### src/sv/keepalive_timeout_table_macros.svh
// assertion macros for the keepalive timeout table
// no dependencies; included by keepalive_timeout_table.sv, which carries the assertions
`ifndef KEEPALIVE_TIMEOUT_TABLE_MACROS_SVH
`define KEEPALIVE_TIMEOUT_TABLE_MACROS_SVH

`ifndef SYNTH
// property must hold at every rising clock edge outside reset
`define KTT_ASSERT(label, clk, rst, prop, msg) \
  label: assert property (@(posedge clk) disable iff (rst) prop) \
    else $error(msg);
// condition must never be true outside reset
`define KTT_ASSERT_NEVER(label, clk, rst, cond, msg) \
  label: assert property (@(posedge clk) disable iff (rst) !(cond)) \
    else $error(msg);
`else
`define KTT_ASSERT(label, clk, rst, prop, msg)
`define KTT_ASSERT_NEVER(label, clk, rst, cond, msg)
`endif

`endif

### src/sv/ktt_pkg.sv
// shared widths, action codes and controller/datapath interface types
// no dependencies
package ktt_pkg;

  localparam int ID_W     = 6;
  localparam int LIMIT_W  = 16;
  localparam int TIME_W   = 32;
  localparam int ACT_W    = 3;
  localparam int ID_SPACE = 64;

  localparam logic [ACT_W-1:0] ACT_START    = 3'd0;
  localparam logic [ACT_W-1:0] ACT_ELAPSED  = 3'd1;
  localparam logic [ACT_W-1:0] ACT_DELETE   = 3'd2;
  localparam logic [ACT_W-1:0] ACT_RESTART  = 3'd3;
  localparam logic [ACT_W-1:0] ACT_PRESENCE = 3'd4;
  localparam logic [ACT_W-1:0] ACT_SWEEP    = 3'd5;
  localparam logic [ACT_W-1:0] ACT_TICK     = 3'd6;

  // controller to datapath
  typedef struct packed {
    logic load;        // latch the incoming item
    logic tick;        // advance the seconds counter
    logic do_single;   // execute a single-entry action and emit its result
    logic scan_clear;  // start a sweep
    logic scan_sel;    // table read address comes from the scan counter
    logic scan_hit;    // remove the scanned entry, push it to pending
    logic scan_next;   // advance the scan counter
    logic flush;       // emit the pending sweep item as the last one
  } ktt_cmd_t;

  // datapath to controller
  typedef struct packed {
    logic out_free;    // output register can take an item this cycle
    logic hit;         // scanned entry is valid and expired
    logic scan_end;    // scan counter is on the final entry
    logic pend_valid;  // a sweep item is held back
  } ktt_stat_t;

endpackage

### src/sv/ktt_ram.sv
// generic single-write, single-read ram with registered read data
// no dependencies
module ktt_ram #(
  parameter int WIDTH = 32,
  parameter int DEPTH = 64
) (
  input  logic                     clk,
  input  logic                     we,
  input  logic [$clog2(DEPTH)-1:0] waddr,
  input  logic [WIDTH-1:0]         wdata,
  input  logic [$clog2(DEPTH)-1:0] raddr,
  output logic [WIDTH-1:0]         rdata
);

  logic [WIDTH-1:0] mem [DEPTH];

  always_ff @(posedge clk) begin
    if (we) begin
      mem[waddr] <= wdata;
    end
    rdata <= mem[raddr];
  end

endmodule

### src/sv/ktt_ctrl.sv
// control state machine: accepts items, sequences single actions and sweeps
// depends on ktt_pkg
module ktt_ctrl
  import ktt_pkg::*;
(
  input  logic             clk,
  input  logic             rst,
  input  logic             in_valid,
  input  logic [ACT_W-1:0] in_action,
  output logic             in_ready,
  input  ktt_stat_t        stat,
  output ktt_cmd_t         cmd
);

  typedef enum logic [4:0] {
    S_IDLE     = 5'b00001,
    S_EXEC     = 5'b00010,
    S_SCAN_RD  = 5'b00100,
    S_SCAN_CHK = 5'b01000,
    S_FLUSH    = 5'b10000
  } state_t;

  state_t state, state_next;

  always_ff @(posedge clk) begin
    if (rst) begin
      state <= S_IDLE;
    end else begin
      state <= state_next;
    end
  end

  always_comb begin
    state_next = state;
    cmd        = '0;
    in_ready   = 1'b0;
    unique case (state)
      S_IDLE: begin
        in_ready = 1'b1;
        if (in_valid) begin
          cmd.load = 1'b1;
          unique case (in_action) inside
            ACT_START, ACT_ELAPSED, ACT_DELETE, ACT_RESTART, ACT_PRESENCE: begin
              state_next = S_EXEC;
            end
            ACT_SWEEP: begin
              cmd.scan_clear = 1'b1;
              state_next     = S_SCAN_RD;
            end
            ACT_TICK: begin
              cmd.tick = 1'b1;
            end
            default: begin
            end
          endcase
        end
      end
      S_EXEC: begin
        if (stat.out_free) begin
          cmd.do_single = 1'b1;
          state_next    = S_IDLE;
        end
      end
      S_SCAN_RD: begin
        cmd.scan_sel = 1'b1;
        state_next   = S_SCAN_CHK;
      end
      S_SCAN_CHK: begin
        cmd.scan_sel = 1'b1;
        // a hit must wait while an older held item cannot go out
        if (!stat.hit || !stat.pend_valid || stat.out_free) begin
          cmd.scan_hit = stat.hit;
          if (stat.scan_end) begin
            state_next = S_FLUSH;
          end else begin
            cmd.scan_next = 1'b1;
            state_next    = S_SCAN_RD;
          end
        end
      end
      S_FLUSH: begin
        if (!stat.pend_valid) begin
          state_next = S_IDLE;
        end else if (stat.out_free) begin
          cmd.flush  = 1'b1;
          state_next = S_IDLE;
        end
      end
      default: begin
        state_next = S_IDLE;
      end
    endcase
  end

endmodule

### src/sv/ktt_datapath.sv
// datapath: valid bits, start/limit rams, seconds counter, scan and output registers
// depends on ktt_pkg and ktt_ram
module ktt_datapath
  import ktt_pkg::*;
#(
  parameter int ENTRIES = 64
) (
  input  logic               clk,
  input  logic               rst,
  input  ktt_cmd_t           cmd,
  output ktt_stat_t          stat,
  input  logic [ACT_W-1:0]   in_action,
  input  logic [ID_W-1:0]    in_id,
  input  logic [LIMIT_W-1:0] in_limit,
  input  logic               out_ready,
  output logic               out_valid,
  output logic [ID_W-1:0]    out_id,
  output logic               out_present,
  output logic [TIME_W-1:0]  out_elapsed,
  output logic               out_expired,
  output logic               out_last
);

  // ids are six bits wide, so no more than ID_SPACE entries are reachable
  localparam int SPAN  = (ENTRIES < ID_SPACE) ? ENTRIES : ID_SPACE;
  localparam int IDX_W = $clog2(SPAN);

  logic [ACT_W-1:0]   cmd_act;
  logic [ID_W-1:0]    cmd_id;
  logic [LIMIT_W-1:0] cmd_limit;
  logic               cmd_inside;
  logic [IDX_W-1:0]   cmd_idx;

  logic [SPAN-1:0]    valid;
  logic [TIME_W-1:0]  now;
  logic [IDX_W-1:0]   scan;
  logic               pend_valid;
  logic [IDX_W-1:0]   pend_id;

  logic [IDX_W-1:0]   rd_addr;
  logic [TIME_W-1:0]  start_rd;
  logic [LIMIT_W-1:0] limit_rd;
  logic [TIME_W-1:0]  diff;
  logic               was;
  logic               start_we;
  logic               limit_we;
  logic               out_free;
  logic               emit_pend;

  assign cmd_idx   = cmd_id[IDX_W-1:0];
  assign was       = cmd_inside && valid[cmd_idx];
  assign diff      = now - start_rd;
  assign out_free  = !out_valid || out_ready;
  assign emit_pend = (cmd.scan_hit && pend_valid) || cmd.flush;

  assign rd_addr = cmd.scan_sel ? scan : (cmd.load ? in_id[IDX_W-1:0] : cmd_idx);

  assign start_we = cmd.do_single &&
                    ((cmd_act == ACT_START && cmd_inside) || (cmd_act == ACT_RESTART && was));
  assign limit_we = cmd.do_single && cmd_act == ACT_START && cmd_inside;

  ktt_ram #(.WIDTH(TIME_W), .DEPTH(SPAN)) u_start_ram (
    .clk   (clk),
    .we    (start_we),
    .waddr (cmd_idx),
    .wdata (now),
    .raddr (rd_addr),
    .rdata (start_rd)
  );

  ktt_ram #(.WIDTH(LIMIT_W), .DEPTH(SPAN)) u_limit_ram (
    .clk   (clk),
    .we    (limit_we),
    .waddr (cmd_idx),
    .wdata (cmd_limit),
    .raddr (rd_addr),
    .rdata (limit_rd)
  );

  assign stat.out_free   = out_free;
  assign stat.hit        = valid[scan] && (diff >= TIME_W'(limit_rd));
  assign stat.scan_end   = (scan == IDX_W'(SPAN - 1));
  assign stat.pend_valid = pend_valid;

  // latched item
  always_ff @(posedge clk) begin
    if (cmd.load) begin
      cmd_act    <= in_action;
      cmd_id     <= in_id;
      cmd_limit  <= in_limit;
      cmd_inside <= ({1'b0, in_id} < (ID_W + 1)'(SPAN));
    end
  end

  always_ff @(posedge clk) begin
    if (rst) begin
      valid      <= '0;
      now        <= '0;
      scan       <= '0;
      pend_valid <= 1'b0;
    end else begin
      if (cmd.tick) begin
        now <= now + 1'b1;
      end
      if (cmd.do_single && cmd_inside) begin
        if (cmd_act == ACT_START) begin
          valid[cmd_idx] <= 1'b1;
        end else if (cmd_act == ACT_DELETE) begin
          valid[cmd_idx] <= 1'b0;
        end
      end
      if (cmd.scan_hit) begin
        valid[scan] <= 1'b0;
      end
      if (cmd.scan_clear) begin
        scan <= '0;
      end else if (cmd.scan_next) begin
        scan <= scan + 1'b1;
      end
      if (cmd.scan_clear || cmd.flush) begin
        pend_valid <= 1'b0;
      end else if (cmd.scan_hit) begin
        pend_valid <= 1'b1;
      end
    end
  end

  always_ff @(posedge clk) begin
    if (cmd.scan_hit) begin
      pend_id <= scan;
    end
  end

  // output register
  always_ff @(posedge clk) begin
    if (rst) begin
      out_valid <= 1'b0;
    end else if (cmd.do_single || emit_pend) begin
      out_valid <= 1'b1;
    end else if (out_ready) begin
      out_valid <= 1'b0;
    end
  end

  always_ff @(posedge clk) begin
    if (cmd.do_single) begin
      out_id      <= cmd_id;
      out_present <= was;
      out_elapsed <= (cmd_act == ACT_ELAPSED && was) ? diff : '0;
      out_expired <= 1'b0;
      out_last    <= 1'b1;
    end else if (emit_pend) begin
      out_id      <= ID_W'(pend_id);
      out_present <= 1'b1;
      out_elapsed <= '0;
      out_expired <= 1'b1;
      out_last    <= cmd.flush;
    end
  end

endmodule

### src/sv/keepalive_timeout_table.sv
// single-entry actions (start, queries, delete, restart): latched on accept, result written by EXEC
// tick and unused codes: no result; sweep: one table read and one expiry compare per entry,
//   then a flush of the held item; stalls while results back up
// one item in flight at a time; results sit in an output register, so the next item
//   is accepted while the last result is still waiting
// reset clears all valid bits and the seconds counter at once; no clearing pass
`include "keepalive_timeout_table_macros.svh"

module keepalive_timeout_table
  import ktt_pkg::*;
#(
  parameter int ENTRIES = 64
) (
  input  logic        clk,
  input  logic        rst,
  // input items
  input  logic        s_axis_tvalid,
  output logic        s_axis_tready,
  input  logic [23:0] s_axis_tdata,   // entry_id [5:0], timeout_seconds [21:6], zero pad
  input  logic [2:0]  s_axis_tuser,   // action [2:0]
  // result items
  output logic        m_axis_tvalid,
  input  logic        m_axis_tready,
  output logic [39:0] m_axis_tdata,   // report_id [5:0], present [6],
                                      // elapsed_seconds [38:7], zero pad
  output logic [0:0]  m_axis_tuser,   // expired [0]
  output logic        m_axis_tlast    // last item caused by the input item
);

  ktt_cmd_t  cmd;
  ktt_stat_t stat;

  // unpacked input fields
  logic [ACT_W-1:0]   in_action;
  logic [ID_W-1:0]    in_id;
  logic [LIMIT_W-1:0] in_limit;

  // result fields from the output register
  logic [ID_W-1:0]    out_id;
  logic               out_present;
  logic [TIME_W-1:0]  out_elapsed;
  logic               out_expired;

  // result port checks
  logic               expired_item;
  logic               expired_ok;
  logic               single_item;

  assign in_action = s_axis_tuser;
  assign in_id     = s_axis_tdata[5:0];
  assign in_limit  = s_axis_tdata[21:6];

  // controller: decodes the action, walks the sweep, waits on the output register
  ktt_ctrl u_ctrl (
    .clk       (clk),
    .rst       (rst),
    .in_valid  (s_axis_tvalid),
    .in_action (in_action),
    .in_ready  (s_axis_tready),
    .stat      (stat),
    .cmd       (cmd)
  );

  // datapath: table storage, seconds counter, expiry compare, result register
  ktt_datapath #(.ENTRIES(ENTRIES)) u_datapath (
    .clk         (clk),
    .rst         (rst),
    .cmd         (cmd),
    .stat        (stat),
    .in_action   (in_action),
    .in_id       (in_id),
    .in_limit    (in_limit),
    .out_ready   (m_axis_tready),
    .out_valid   (m_axis_tvalid),
    .out_id      (out_id),
    .out_present (out_present),
    .out_elapsed (out_elapsed),
    .out_expired (out_expired),
    .out_last    (m_axis_tlast)
  );

  assign m_axis_tdata = {1'b0, out_elapsed, out_present, out_id};
  assign m_axis_tuser = out_expired;

  assign expired_item = m_axis_tvalid && out_expired;
  assign expired_ok   = out_present && (out_elapsed == '0);
  assign single_item  = m_axis_tvalid && !out_expired;

  // a removed entry was present and carries no elapsed time
  `KTT_ASSERT(a_expired_fields, clk, rst, expired_item |-> expired_ok, "bad expired item")
  // a single-entry action gives exactly one item, so it is always the last
  `KTT_ASSERT(a_single_last, clk, rst, single_item |-> m_axis_tlast, "single item not last")
  // no sweep item may be held back once the block takes new items
  `KTT_ASSERT_NEVER(a_no_pend, clk, rst, s_axis_tready && stat.pend_valid, "item left pending")

endmodule

### config.mk
export PLATFORM = sky130hd
export DESIGN_NAME = keepalive_timeout_table
export DESIGN_NICKNAME = d
export VERILOG_FILES = /design/src/sv/ktt_pkg.sv /design/src/sv/ktt_ram.sv /design/src/sv/ktt_ctrl.sv /design/src/sv/ktt_datapath.sv /design/src/sv/keepalive_timeout_table.sv
export VERILOG_INCLUDE_DIRS = /design/src /design/src/sv
export SDC_FILE = /design/constraint.sdc
export NUM_CORES = 2
export LEC_CHECK = 0
export BUFFER_PORTS_ARGS = -buffer_cell sky130_fd_sc_hd__buf_2
export CAP_MARGIN = 5
export CORE_MARGIN = 2
export CORE_UTILIZATION = 50
export DETAILED_ROUTE_END_ITERATION = 8
export PLACE_DENSITY = 0.65
export SLEW_MARGIN = 15
export SYNTH_ARGS = -nofsm -noshare
export SYNTH_HDL_FRONTEND = slang
export SYNTH_SLANG_ARGS = --single-unit
### constraint.sdc
create_clock -name clk -period 6.6 [get_ports clk]
set_input_delay 0.33 -clock clk [delete_from_list [all_inputs] [get_ports clk]]
set_output_delay 0.33 -clock clk [all_outputs]
set_load 0.005 [all_outputs]
Word level (Yosys, flattened, before mapping)
Memories as Yosys holds them, arrays and structs flattened. A register that Yosys moved wholly into a read port is not among the register bits.
Cells that the tools add are included.
{"block": "word_totals", "reg_bits": 181, "latch_bits": 0, "mem_bits_rw": 3072, "romBits": 0, "in_bits": 31, "out_inout_bits": 44, "elab_cells": 125, "memories": 2}
{"block": "classes", "n_addsub": 3, "multipliers": 0, "n_div": 0, "order_cmp": 5, "n_eq_ne": 18, "shifts": 0, "mux": 50, "bitwise": 5, "reduce_logical": 27}
{"memory": "u_datapath.u_start_ram.mem", "words": 64, "width": 32, "read_ports": 1, "rd_clocked_by_memory_dff": 1, "write_ports": 1, "line_no": "ktt_ram.sv:15", "text": "logic [WIDTH-1:0] mem [DEPTH];"}
{"memory": "u_datapath.u_limit_ram.mem", "words": 64, "width": 16, "read_ports": 1, "rd_clocked_by_memory_dff": 1, "write_ports": 1, "line_no": "ktt_ram.sv:15"}
{"operator": "64-bit 2-to-1 mux", "n": 5}
{"operator": "64-bit bitwise AND", "n": 2}
{"operator": "64-bit NOT", "n": 2}
{"operator": "32-bit 2-to-1 mux", "n": 3}
{"operator": "64-bit OR", "n": 1}
{"operator": "32-bit by 1-bit adder with 32-bit output, second input constant", "n": 1}
{"operator": "32-bit by 16-bit greater-or-equal comparator with 1-bit output", "n": 1}
{"operator": "32-bit subtractor", "n": 1}
{"operator": "5-bit 2-to-1 mux", "n": 5}
{"operator": "5-bit one-hot mux with 5 select lines", "n": 1}
{"operator": "6-bit 2-to-1 mux", "n": 4}
{"operator": "1-bit 2-to-1 mux", "n": 23}
{"operator": "6-bit by 7-bit less-than comparator with 1-bit output, second input constant", "n": 2}
{"operator": "1-bit binary-select mux with 6-bit select", "n": 2}
{"operator": "1-bit demux with 6-bit select", "n": 2}
{"operator": "3-bit by 2-bit == test with 1-bit output, second input constant", "n": 4}
{"operator": "6-bit by 1-bit greater-or-equal comparator with 1-bit output, second input constant", "n": 2}
{"operator": "5-bit one-hot mux with 2 select lines", "n": 1}
{"operator": "3-bit == test, second input constant", "n": 3}
{"operator": "1-bit logical AND", "n": 8}
{"operator": "2-bit 2-to-1 mux", "n": 4}
{"operator": "1-bit logical OR", "n": 7}
{"operator": "6-bit by 1-bit adder with 6-bit output, second input constant", "n": 1}
{"operator": "3-bit by 1-bit == test with 1-bit output, second input constant", "n": 2}
{"operator": "other kinds (15)", "n": 21}

Depth between registers and ports, before layout
{"block": "depth", "word_depth": 12, "ltp_mapped": 22, "mapped_depth_nobuf": 21}

Modules after synthesis
From an unflattened synthesis, not the netlist that was laid out.
{"block": "unflattened", "cells_unflattened": 6369, "hier_area_um2": 129526.7}
{"mod": "ktt_ram (u_datapath.u_start_ram)", "n_inst": 1, "cells_per_inst": 3324, "area_each_um2": 78515.3, "seq_area_each_um2": 62139.6}
{"mod": "ktt_ram (u_datapath.u_limit_ram)", "n_inst": 1, "cells_per_inst": 1829, "area_each_um2": 40042.2, "seq_area_each_um2": 31069.8}
{"mod": "ktt_datapath", "n_inst": 1, "cells_per_inst": 1157, "area_each_um2": 10520.1, "seq_area_each_um2": 4164.0}
{"mod": "ktt_ctrl", "n_inst": 1, "cells_per_inst": 56, "area_each_um2": 430.4, "seq_area_each_um2": 100.1}
{"mod": "keepalive_timeout_table", "n_inst": 1, "cells_per_inst": 3, "area_each_um2": 18.8, "seq_area_each_um2": 0.0}

Worst setup path after synthesis
OpenSTA, ideal clock, no wires.
{"block": "synth_timing", "path_type": "reg2reg", "from": "register u_datapath.now[0]", "to": "register u_datapath.out_elapsed[0] (enable)", "setup_time_ps": 402, "arrival_time_ps": 5467, "required_ps": 6198, "setup_slack_ps": 731, "path_stages_with_launch": 21, "path_buffers": 0, "period_less_slack_ps": 5869, "path_cell_list": "dfxtp_1 -> inv_1 -> ha_1 -> fa_1 -> nand2b_1 -> a21o_1 -> a21oi_1 -> a21o_1 -> a21o_1 -> xnor2_1 -> inv_1 -> ha_1 -> o21ai_0 -> a211o_1 -> a21oi_1 -> a211oi_1 -> o2111ai_1 -> and4b_1 -> a31oi_1 -> nand2_1 -> nand2b_1"}
{"block": "synth_via", "elab_chain_cells": 11}
{"element": "start: declaration", "line_no": "ktt_datapath.sv:35", "text": "logic [TIME_W-1:0] now;"}
{"element": "start signal: assignment", "line_no": "ktt_datapath.sv:103", "text": "now <= now + 1'b1;"}
{"element": "32-bit subtractor *", "line_no": "ktt_datapath.sv:52", "text": "assign diff = now - start_rd;"}
{"element": "named net u_datapath.diff[10]", "line_no": "ktt_datapath.sv:43", "text": "logic [TIME_W-1:0] diff;"}
{"element": "32-bit by 16-bit greater-or-equal comparator with 1-bit output *", "line_no": "ktt_datapath.sv:81", "text": "assign stat.hit = valid[scan] && (diff >= TIME_W'(limit_rd));"}
{"element": "1-bit logical AND *", "line_no": "ktt_datapath.sv:81"}
{"element": "1-bit logical NOT", "line_no": "ktt_ctrl.sv:71", "text": "if (!stat.hit || !stat.pend_valid || stat.out_free) begin"}
{"element": "1-bit logical OR (2 in series)", "line_no": "ktt_ctrl.sv:71"}
{"element": "2-bit 2-to-1 mux *", "line_no": "ktt_ctrl.sv:71"}
{"element": "2-bit 2-to-1 mux *", "line_no": "ktt_ctrl.sv:37", "text": "unique case (state)"}
{"element": "1-bit logical AND *", "line_no": "ktt_datapath.sv:54", "text": "assign emit_pend = (cmd.scan_hit && pend_valid) || cmd.flush;"}
{"element": "1-bit logical OR *", "line_no": "ktt_datapath.sv:54"}
{"element": "2-bit nonzero test (no line) *"}
{"element": "end signal: assignment", "line_no": "ktt_datapath.sv:149", "text": "out_elapsed <= (cmd_act == ACT_ELAPSED && was) ? diff : '0;"}
{"element": "end: declaration", "line_no": "ktt_datapath.sv:19", "text": "output logic [TIME_W-1:0] out_elapsed,"}
Mark *: on every way through the listed nets, which the timed path passes. The rest lies on a longest branch.
A chain may end at the register's enable or synchronous reset.

Final worst setup path
{"block": "layout_timing", "from": "register u_datapath.now[1]", "to": "register u_datapath.out_elapsed[14] (enable)"}
Same word-level chain as after synthesis.

==> tab_implementation.tex <==
\begin{tabular}{lr}
\hline
Metric & Value \\
\hline
\multicolumn{2}{l}{\textbf{Route}} \\
Initial detailed-routing violation count & 9359 \\
Routed WL & 374200 um \\
DRC errors left & 0 \\
Routed vias/inst & 6.460 \\
Initial DRT Pass Iterations & 8 \\
Number of nets with antenna violations after detailed routing & 0 \\
Drt wl/cell & 34.10 um \\
Via count & 70880 \\
\multicolumn{2}{l}{\textbf{Setup path}} \\
Largest fanout of any net on the critical path & 32 \\
Launch instance of the worst register-to-register path & u\_datapath.now[1]\$\_SDFFE\_PP0P\_ \\
Depth of the worst register-to-register path & 18 \\
Worst EP required & 7.16 ns \\
Register-to-Register Setup Slack & 0.94 ns \\
Type of destination of the critical path & flop \\
Startpoint types & flop \\
Kind of critical path & flop to flop \\
Worst R2R End & u\_datapath.out\_elapsed[14]\$\_SDFFCE\_PN0P\_ \\
CP arrival & 6.22 ns \\
\multicolumn{2}{l}{\textbf{Logic synthesis}} \\
Count of flip-flops with a built-in enable after synthesis & 3136 \\
Synth Net Count & 7052 \\
Synthesized area per cell & 18.72 sq um \\
Sequential cell area fraction in the yosys report & 74.70\% \\
Cell area after synthesis & 0.1305 sq mm \\
Count of synthesis-stage warnings from yosys & 0 \\
Predominant post-synthesis flop cell & edfxtp\_1 \\
Number of cells produced by synthesis & 6971 \\
Share of async-settable or async-resettable flops after synthesis & 0\% \\
Register bit total from synthesis & 3301 \\
Post-synth cell types & 77 \\
\multicolumn{2}{l}{\textbf{STA}} \\
Timing-limited maximum frequency & 176.6 MHz \\
Max-Slew Margin vs Limit & 16.37\% \\
Final hold violation count & 0 \\
Worst-Margin Slew & 1.253 ns \\
Summed negative setup slack over all endpoints & 0 ns \\
Max-slew violation count & 0 \\
Total setup violations reported at the end of the flow & 0 \\
Fin crit share & 85.78\% \\
Worst-case setup margin in the final layout & 0.9388 ns \\
Unrepaired setup endpoints after global routing & false \\
Hold Worst Slack & 0.1065 ns \\
Worst Clk Skew & 0.06148 ns \\
Min Clock Period, post-route & 5.661 ns \\
\multicolumn{2}{l}{\textbf{Hold path}} \\
Hold Startpoint & s\_axis\_tdata[7] \\
Hold path endpoint & u\_datapath.cmd\_limit[1]\$\_DFFE\_PP\_ \\
Cell count of the worst hold path & 2 \\
Type of the worst min-delay path & input pin to flop \\
\multicolumn{2}{l}{\textbf{Die}} \\
Die span in y & 514.9 um \\
Die outline width & 514.9 um \\
Boundary pin count & 75 \\
Overall die area & 0.2651 sq mm \\
Starting utilization of the core area & 50.29\% \\
Core Footprint & 0.2595 sq mm \\
FP Rows & 187 \\
\multicolumn{2}{l}{\textbf{GRT}} \\
Via count of the first global-routing pass & 70310 \\
Congestion Overflow GR & 0 \\
First-pass GRT wire length & 526700 um \\
Largest net degree at the start of global routing & 92 \\
Global router's overall resource usage & 28.21\% \\
Initial antenna violation count & 13 \\
\multicolumn{2}{l}{\textbf{Power and ir drop}} \\
Worst-case vdd ir drop & 0.0003456 V \\
Leakage power of the design & 46.89 nW \\
Power per Cell Area & 365.9 mW/mm\^{}2 \\
\multicolumn{2}{l}{\textbf{Clocking}} \\
Clock tree from TritonCTS & done \\
Number of setup buffers added after CTS & 0 \\
Depth of the CTS H-tree & 5 \\
Post-CTS clock slew at the launch and capture registers of the worst setup and hold paths & 0.06 ns \\
Bufs on Longest Clock Path & 4 \\
Number of sinks driven by the clock tree & 3301 \\
Root Buffer Master & clkbuf\_16 \\
Number of clock buffers inserted by TritonCTS & 338 \\
Insertion delay of the later-clocked pin in the worst-skew pair & 0.96 ns \\
\multicolumn{2}{l}{\textbf{Place}} \\
Standard cell area after detailed placement & 0.1367 sq mm \\
Detailed placer's ending HPWL & 216500 um \\
Number of port buffers & 71 \\
Worst slack at placement & 1.028 ns \\
GP Congestion & 0.9476 \\
\multicolumn{2}{l}{\textbf{Finish}} \\
P\&R area growth vs syn & 12.90\% \\
Commonest cells after routing, fill and taps aside & edfxtp\_1, nand2\_1, mux4\_2 \\
Leading cell type in the layout, fill and taps excluded & edfxtp\_1 \\
Area of all placed cells without fillers & 0.1473 sq mm \\
Share of cells above drive strength 1 & 23.55\% \\
Number of inserted filler cells in the final layout & 19320 \\
Final nets & 7394 \\
Combined area of the multi-input logic cells & 0.03140 sq mm \\
Area of all sequential standard cells & 0.09751 sq mm \\
\multicolumn{2}{l}{\textbf{Job}} \\
Count of maximum capacitance violations & 0 \\
\multicolumn{2}{l}{\textbf{Run status}} \\
Status & completed \\
\hline
\end{tabular}
[worst max-delay path by stage]
stage | from | to | cells past startpoint
after floorplan | u_datapath.now[0]$_SDFFE_PP0P_ | u_datapath.out_elapsed[0]$_SDFFCE_PN0P_ | 20
after global placement | u_datapath.now[1]$_SDFFE_PP0P_ | u_datapath.out_elapsed[14]$_SDFFCE_PN0P_ | 21
after detailed placement | u_datapath.now[1]$_SDFFE_PP0P_ | u_datapath.out_elapsed[15]$_SDFFCE_PN0P_ | 18
after CTS | u_datapath.now[1]$_SDFFE_PP0P_ | u_datapath.out_elapsed[21]$_SDFFCE_PN0P_ | 18
after global routing | u_datapath.now[1]$_SDFFE_PP0P_ | u_datapath.out_elapsed[28]$_SDFFCE_PN0P_ | 18
final | u_datapath.now[1]$_SDFFE_PP0P_ | u_datapath.out_elapsed[14]$_SDFFCE_PN0P_ | 18
[sequential cells by signal, summed over array words and instances (netlist names)]
| register | flops |
|---|---|
| u_datapath.valid | 64 |
| u_datapath.cmd_act | 3 |
| u_datapath.out_elapsed | 32 |
| u_datapath.out_last | 1 |
| u_datapath.scan | 6 |
| u_datapath.u_limit_ram.mem | 1024 |
| u_datapath.out_valid | 1 |
| u_datapath.u_start_ram.rdata | 32 |
| u_datapath.pend_id | 6 |
| u_datapath.u_limit_ram.rdata | 16 |
| u_datapath.u_start_ram.mem | 2048 |
| u_datapath.cmd_limit | 16 |
| u_datapath.out_expired | 1 |
| u_datapath.out_id | 6 |
| u_datapath.now | 32 |
| u_ctrl.state | 5 |
| u_datapath.out_present | 1 |
| u_datapath.cmd_id | 6 |
| u_datapath.pend_valid | 1 |
[area by class of cell]
| cell class | count | area share, % |
|---|---|---|
| well taps | 3402 | 2.889 |
| multi-input cells | 3148 | 21.31 |
| clock inverters | 176 | 0.9979 |
| diodes | 7 | 0.01189 |
| clock buffers | 414 | 6.012 |
| repair buffers | 415 | 2.310 |
| flip-flops and latches | 3301 | 66.19 |
| inverters | 109 | 0.2777 |
[timing repair]
action | in CTS | in global routing
endpoints found under the hold margin | 50 | 0
gates resized for setup | 0 | 0
endpoints found under the setup margin | 0 | 0
hold buffers | 30 | 0
[per-layer routing]
| layer | global-route usage (%) | wire, um | up-vias |
|---|---|---|---|
| met1 | 39.21 | 144600 | 37550 |
| met3 | 4.566 | 33160 | 712 |
| met5 | 0 | 33 | - |
| li1 | - | - | 28790 |
| met4 | 13.44 | 20480 | 6 |
| met2 | 43.98 | 175900 | 3826 |
[metrics by stage]
stage	util, %	cells	total power [mW]
2_1_floorplan	-	6971	31.32
3_3_place_gp	52.67	10350	36.12
3_5_place_dp	52.67	10350	36.13
4_1_cts	56.77	10970	54.11
5_1_grt	56.77	10970	55.54
6_report	56.78	10970	53.91
[worst max-delay path: stages, from the launching register on]
cell       delay, ns
dfxtp_2         0.44
ha_1            0.33
nor2b_1         0.19
o2111ai_1       0.21
a2111oi_2       0.72
nor3_2          0.21
o21ai_0         0.25
xor2_1          0.29
ha_1            0.19
nand4_1         0.12
a211o_1         0.25
a21oi_1         0.21
a211oi_1        0.11
o2111ai_1       0.17
and4b_1         0.32
a31oi_2         0.35
nand2_1         0.16
nand2b_2        0.23
buf_4           0.47
[kinds of logic after synthesis]
kind of cell | share of synthesized area [%]
DFF | 74.70
and+or+nand+nor | 5.165
muxes | 14.18
AOI/OAI and AO/OA | 3.343
buffers and inverters | 1.862
adders and majority gates | 0.4852
xor gates and xnor gates | 0.2685
other | 0.002874
[where the power goes]
part	internal, mW	switching (mW)
Sequential	23.1	0.137
Combinational	4.61	7.95
Clock	10.4	7.78
Total	38.0	15.9
[cell usage after synthesis, types with 18 or more instances]
cell      number  area share [%]
mux2_2        22            0.19
o22ai_1       18           0.086
and3_1        45            0.22
o21a_1        38            0.22
a31oi_1       88            0.42
a21oi_1      128            0.49
o31a_1        32            0.21
a21o_1        19            0.11
buf_2        147            0.56
ha_1          49            0.47
o21bai_1      32            0.18
clkbuf_1     171            0.49
nor3_1        23           0.088
dfxtp_1      165             2.5
edfxtp_1    3136              72
o21ai_0       82            0.31
nand3_1      281             1.1
inv_1        109            0.31
mux4_2       768              13
xor2_1        32            0.21
a32oi_1       60            0.40
nor2_1       229            0.66
nand2_1      777             2.2
or3_1         26            0.12
a22oi_1       29            0.17
buf_4         42            0.24
nand4_1       55            0.26
buf_1         35            0.10
mux2i_1       94            0.72
Note: power is estimated with default switching activity, not from simulation.
